## config.mk

```make
export PLATFORM = sky130hd
export DESIGN_NAME = rti_queue
export DESIGN_NICKNAME = d
export VERILOG_FILES = /design/src/rtl/core/rti_pkg.sv /design/src/rtl/core/rti_queue.sv
export SDC_FILE = /design/constraint.sdc
export NUM_CORES = 1
export LEC_CHECK = 0
export ABC_AREA = 1
export BUFFER_PORTS_ARGS = -buffer_cell sky130_fd_sc_hd__buf_4
export CORE_MARGIN = 3
export CORE_UTILIZATION = 65
export DETAILED_ROUTE_END_ITERATION = 6
export PLACE_DENSITY = 0.84
export SLEW_MARGIN = 20
export SYNTH_ARGS = -nofsm -noshare
export SYNTH_HDL_FRONTEND = slang
export SYNTH_SLANG_ARGS = --single-unit
```

## constraint.sdc

```tcl
create_clock -name clk -period 3.45 [get_ports clk]
set_input_delay 0.69 -clock clk [delete_from_list [all_inputs] [get_ports clk]]
set_output_delay 0.69 -clock clk [all_outputs]
set_load 0.005 [all_outputs]
```

## src/rtl/core/rti_pkg.sv

```systemverilog
`timescale 1ns / 1ps
// ============================================================================
// rti_pkg: shared constants and types for the ray/triangle intersection core
// Register indexes, reset values, output formats and control word types.
// ============================================================================
package rti_pkg;

	localparam int COORD_BITS_DEF = 20;   // default coordinate width
	localparam int QUEUE_DEPTH    = 8;    // front-to-back queue entries
	localparam int QUO_BITS       = 32;   // quotient bits per divider
	localparam int T_FRAC         = 16;   // fraction bits of t, u and v
	localparam int DET_EPS_W      = 63;
	localparam int DIST_EPS_W     = 32;
	localparam int BARY_W         = 17;

	localparam logic [DET_EPS_W-1:0]  DET_EPS_RST  = 63'd1074;
	localparam logic [DIST_EPS_W-1:0] DIST_EPS_RST = 32'd0;

	typedef enum logic {
		CFG_DET_EPS  = 1'b0,
		CFG_DIST_EPS = 1'b1
	} cfg_idx_t;

	// Classification of one test, carried with its numerators
	typedef struct packed {
		logic miss;   // rejected by determinant, barycentric or sign test
		logic sat;    // distance quotient overflows 32 bits
	} cls_t;

endpackage

```

## src/rtl/core/rti_queue.sv

```systemverilog
`timescale 1ns / 1ps
// ============================================================================
// rti_queue: short circular queue between classifier and divider
// Head word is shown combinationally; room is guaranteed by front credit.
// ============================================================================
module rti_queue #(
	parameter int W     = 8,
	parameter int DEPTH = rti_pkg::QUEUE_DEPTH
) (
	input  logic         clk,
	input  logic         arst_n,
	input  logic         push,
	input  logic [W-1:0] push_data,
	input  logic         pop,
	output logic         not_empty,
	output logic [W-1:0] head
);

	localparam int AW = (DEPTH > 1) ? $clog2(DEPTH) : 1;
	localparam int CW = $clog2(DEPTH + 1);

	logic [W-1:0]  mem_q [DEPTH];
	logic [AW-1:0] wr_q, rd_q;
	logic [CW-1:0] cnt_q;

	always_ff @(posedge clk) begin
		if (push) begin
			mem_q[wr_q] <= push_data;
		end
	end

	always_ff @(posedge clk or negedge arst_n) begin
		if (!arst_n) begin
			wr_q  <= '0;
			rd_q  <= '0;
			cnt_q <= '0;
		end else begin
			if (push) begin
				wr_q <= (wr_q == AW'(DEPTH - 1)) ? '0 : wr_q + 1'b1;
			end
			if (pop) begin
				rd_q <= (rd_q == AW'(DEPTH - 1)) ? '0 : rd_q + 1'b1;
			end
			cnt_q <= cnt_q + CW'(push) - CW'(pop);
		end
	end

	assign not_empty = (cnt_q != '0);
	assign head      = mem_q[rd_q];

endmodule

```

# Word level (Yosys, flattened, before mapping)
# Memories as Yosys holds them, arrays and structs flattened.
# Index checks and enable logic that the tools add are counted.
[word_totals]
regBits = 10
ram_bits = 64
in_bits = 12
out_inout_bits = 9
wordCells = 15
n_memories = 1
[classes]
n_addsub = 4
eq_ne = 2
n_mux = 4
n_reduce_logical = 1
[memory_table]
columns = ["memory", "depth", "width", "rd", "rd_ports_with_merged_regs", "wr", "line", "rtl"]
rows = [
  ["mem_q", 8, 8, 1, 0, 1, "rti_queue.sv:22", "logic [W-1:0] mem_q [DEPTH];"],
]
[ops]
columns = ["op", "count"]
rows = [
  ["adder 3 x 1 -> 3 bit (second input constant)", 2],
  ["== test 3 bit (second input constant)", 2],
  ["two-way mux 3 bit", 2],
  ["adder 4 x 1 -> 4 bit", 1],
  ["nonzero test 4 bit", 1],
  ["subtractor 4 x 1 -> 4 bit", 1],
  ["two-way mux 1 bit", 2],
]

# Longest topological paths before layout
[depth]
depth_word = 2
mapped_depth = 8
ltp_nobuf = 7

# Worst setup path after synthesis
# No wires, ideal clock.
[synth_path]
path_kind = "input -> register"
startpoint = "input pop"
endpoint = "register cnt_q[2]"
setup_ns = 0.123
arrival_time_ns = 1.671
required_time_ns = 3.327
slack_ns = 1.656
path_stages = 5
path_buffers = 0
path_cell_list = "ha_1 inv_1 ha_1 fa_1 xor2_1"
[synth_via]
elab_chain_cells = 1
[synth_lines]
columns = ["element", "line", "rtl"]
rows = [
  ["from (decl)", "rti_queue.sv:14", "input logic pop,"],
  ["subtractor 4 x 1 -> 4 bit", "rti_queue.sv:44", "cnt_q <= cnt_q + CW'(push) - CW'(pop);"],
  ["to (signal assigned)", "rti_queue.sv:44", ""],
  ["to (decl)", "rti_queue.sv:24", "logic [CW-1:0] cnt_q;"],
]
# Every way passes these cells.
# A chain may end at the register's enable or synchronous reset.

# Worst setup path in the final report
[layout_path]
startpoint = "register rd_q[0]"
endpoint = "output head[2]"
[layout_via]
elab_chain_cells = 1
[layout_lines]
columns = ["element", "line", "rtl"]
rows = [
  ["from (decl)", "rti_queue.sv:23", "logic [AW-1:0] wr_q, rd_q;"],
  ["from (signal assigned)", "rti_queue.sv:42", "rd_q <= (rd_q == AW'(DEPTH - 1)) ? '0 : rd_q + 1'b1;"],
  ["memory read (8 x 8 bit)", "n/a", ""],
  ["to (decl)", "rti_queue.sv:16", "output logic [W-1:0] head"],
]
# Every way passes these cells.

==> reports/qor.yml <==
yosys:
  synth_top_area_share_pct: 56.5
  ys_seq_elements: 74
  syn_area_um2: 3400
  synth.net_count: 364
  yosysTopAreaCell: "edfxtp_1"
  synth_cell_types: 17
  syn_inst: 342
  yosys-top-cells-area: "edfxtp_1 56%, nand2_1 12%, inv_1 8.4%, dfrtp_1 7.4%, nand3_1 5.6%"
  synth.avg_cell_area_um2: 9.95
  ys_seq_area_share_pct: 63.8
  synth-warning-count: 0
drt:
  drt_first_iter_violations: 219
  first_pass_iters: 5
  antenna_left: 0
  vias: 2240
  drc: 0
  drt-wirelength-per-cell_um: 14.1
  drt_wl_total_um: 6150
  vias_per_cell: 5.15
worst_setup_path:
  slowest_delay_ps: 760
  arrival_ps: 1990
  critPathSlowestCell: "dfrtp_1"
  startpoint_type: "flop"
  path_class: "flop to output pin"
  r2r_end: "mem_q[0][6]"
  r2r-start: "wr_q[0]"
  path_buf_inv: 2
  r2r_setup_slack_ps: 1660
  crit_top_cell: "nand2_1"
  worstSetupEndpointType: "output pin"
  cp.required_ps: 2760
  crit_path_max_fanout: 18
  r2r_cells: 3
  crit_chain: "buf_4 > nand2_1 > nand3_1 > nand2_1 > nand2_1 > nand2_1 > buf_4"
  cpLargestDelayFamily: "flip-flops"
clock_network:
  numCtsBuffers: 9
  cts_resized: 0
  cts_sinks: 74
  h-tree-depth: 3
  postCtsSetupBuffers: 0
  hold_buffers: 0
  cts_buffer_depth: 2
  clock-root-buffer: "clkbuf_8"
  clkTransAtPathRegs_ps: 70
  clk_latency_ps: 340
  cts_tree: "done"
final_layout:
  syn2layout_area_growth_pct: 8.64
  antenna_cells: 0
  fin_area_um2: 3700
  multi_input_area_um2: 830
  fin_nets: 385
  fillers: 338
  seqCellArea_um2: 2170
  layout-drive-gt1-share_pct: 9.24
timing:
  fmax_ghz: 0.373
  worst_slew_pin_slew_ps: 1030
  max-slew-margin-rel_pct: 31.3
  finalCritPeriodShare_pct: 77.7
  fin_tns_setup_ps: 0
  finalHoldViolCount: 0
  fin_crit_ps: 2680
  finalSetupViolations: 0
  report.final.slew_viol_count: 0
  rsz0062_at_grt: "false"
  holdWs_ps: 169
  final.setup.worst_slack_ps: 770
  clock_skew_ps: 6.07
global_route:
  grt-ovfl-total: 0
  grt_usage_pct: 23.0
  antenna_found_initial: 0
  grt_pass1_vias: 2128
  grt_first_pass_wirelength_um: 10400
  grt_max_degree: 35
place:
  dp_slack_ps: 1170
  routabilityCongestion: 0.842
  port_buffers: 20
  placed_area_um2: 3540
  place_hpwl_um: 3970
worst_hold_path:
  worst_hold_path_type: "input port to async pin"
status:
  status: "finished clean"
die:
  num_io_pins: 21
  rows: 25
  die_h_um: 78.4
  start_util_pct: 69.7
  die_area_um2: 6140
  die_x_um: 78.4
  core_area_um2: 4880
job:
  cap_violations: 0
power_and_ir_drop:
  leakagePower_nw: 1.76
  power_density_nw_per_um2: 712
  irDropWorstVdd_uv: 471
  fin_total_pwr_mw: 2.63
==> per-stage QoR <==
stage                     utilization, %  instances
final                               75.8        435
after global routing                75.8        435
after CTS                           75.8        435
after detailed placement            72.6        419
after global placement              72.6        419
after floorplan                        -        342
==> cell type report <==
cell class / instances / share of cell area [%]
clock inverters: 3 / 0.440
well taps: 67 / 2.27
clock buffers: 13 / 3.76
repair buffers: 21 / 4.26
multi-input cells: 178 / 22.4
flip-flops and latches: 74 / 58.7
inverters: 79 / 8.09
==> worst max path at each step <==
stage / startpoint / endpoint / slack [ps] / cells past startpoint
final: rd_q[0] / head[2] / 770 / 7
after global routing: rd_q[0] / head[2] / 590 / 7
after CTS: rd_q[0] / head[2] / 800 / 7
after detailed placement: rd_q[0] / head[2] / 1170 / 7
after global placement: rd_q[0] / head[3] / 1210 / 7
after floorplan: pop / cnt_q[2] / 1660 / 5
==> cell usage in the layout (no fill, tap or decap) <==
master and count:
nand3_1 38, nand2_1 113, ha_1 9, dfrtp_1 10, o21ai_0 6, inv_1 76, a21oi_1 1, xor2_1 2
inv_2 1, edfxtp_1 64, clkbuf_1 4, buf_4 21, clkinv_1 2, clkinv_2 1, inv_4 1, clkbuf_8 9
nor2_1 8, fa_1 1, clkinvlp_4 1
==> cells in the mapped netlist, drive strengths merged <==
master,instances
buf,11
dfrtp,10
o21ai,6
nand2,113
fa,1
clkinv,1
ha,9
xor2,2
inv,78
nor2,8
edfxtp,64
a21oi,1
nand3,38
==> worst register-to-register path, cell delays in order (launching register included) <==
cell	delay (ps)
dfrtp_1	390
inv_1	100
nand2_1	110
nor2_1	810
==> logic make-up (layout without fill, tap and decap cells) <==
family          after synthesis  count (layout)  share of synthesized area, %
buf+inv                      90             116                          11.8
simple gates                159             159                          18.9
flops                        74              74                          63.8
fa+ha+maj                    10              10                          3.90
compound gates                7               7                          1.03
xor+xnor                      2               2                         0.515
==> layer usage <==
metal | GRT usage (%) | part of all wire (%)
met1 | 33.0 | 45
met2 | 33.2 | 46
met3 | 5.16 | 6.5
met4 | 12.2 | 2.6
met5 | 0 | 0
==> report_power, final <==
part / switching, mW / leakage (nW) / internal (mW)
combinational: 0.517 / 0.982 / 0.335
clock: 0.296 / 0.0751 / 0.259
sequential: 0.105 / 0.702 / 1.12
==> registers in the layout, indices dropped and copies added, names as in the netlist <==
name,count
mem_q,64
cnt_q,4
rd_q,3
wr_q,3
Power figures use the tool's default switching activity.
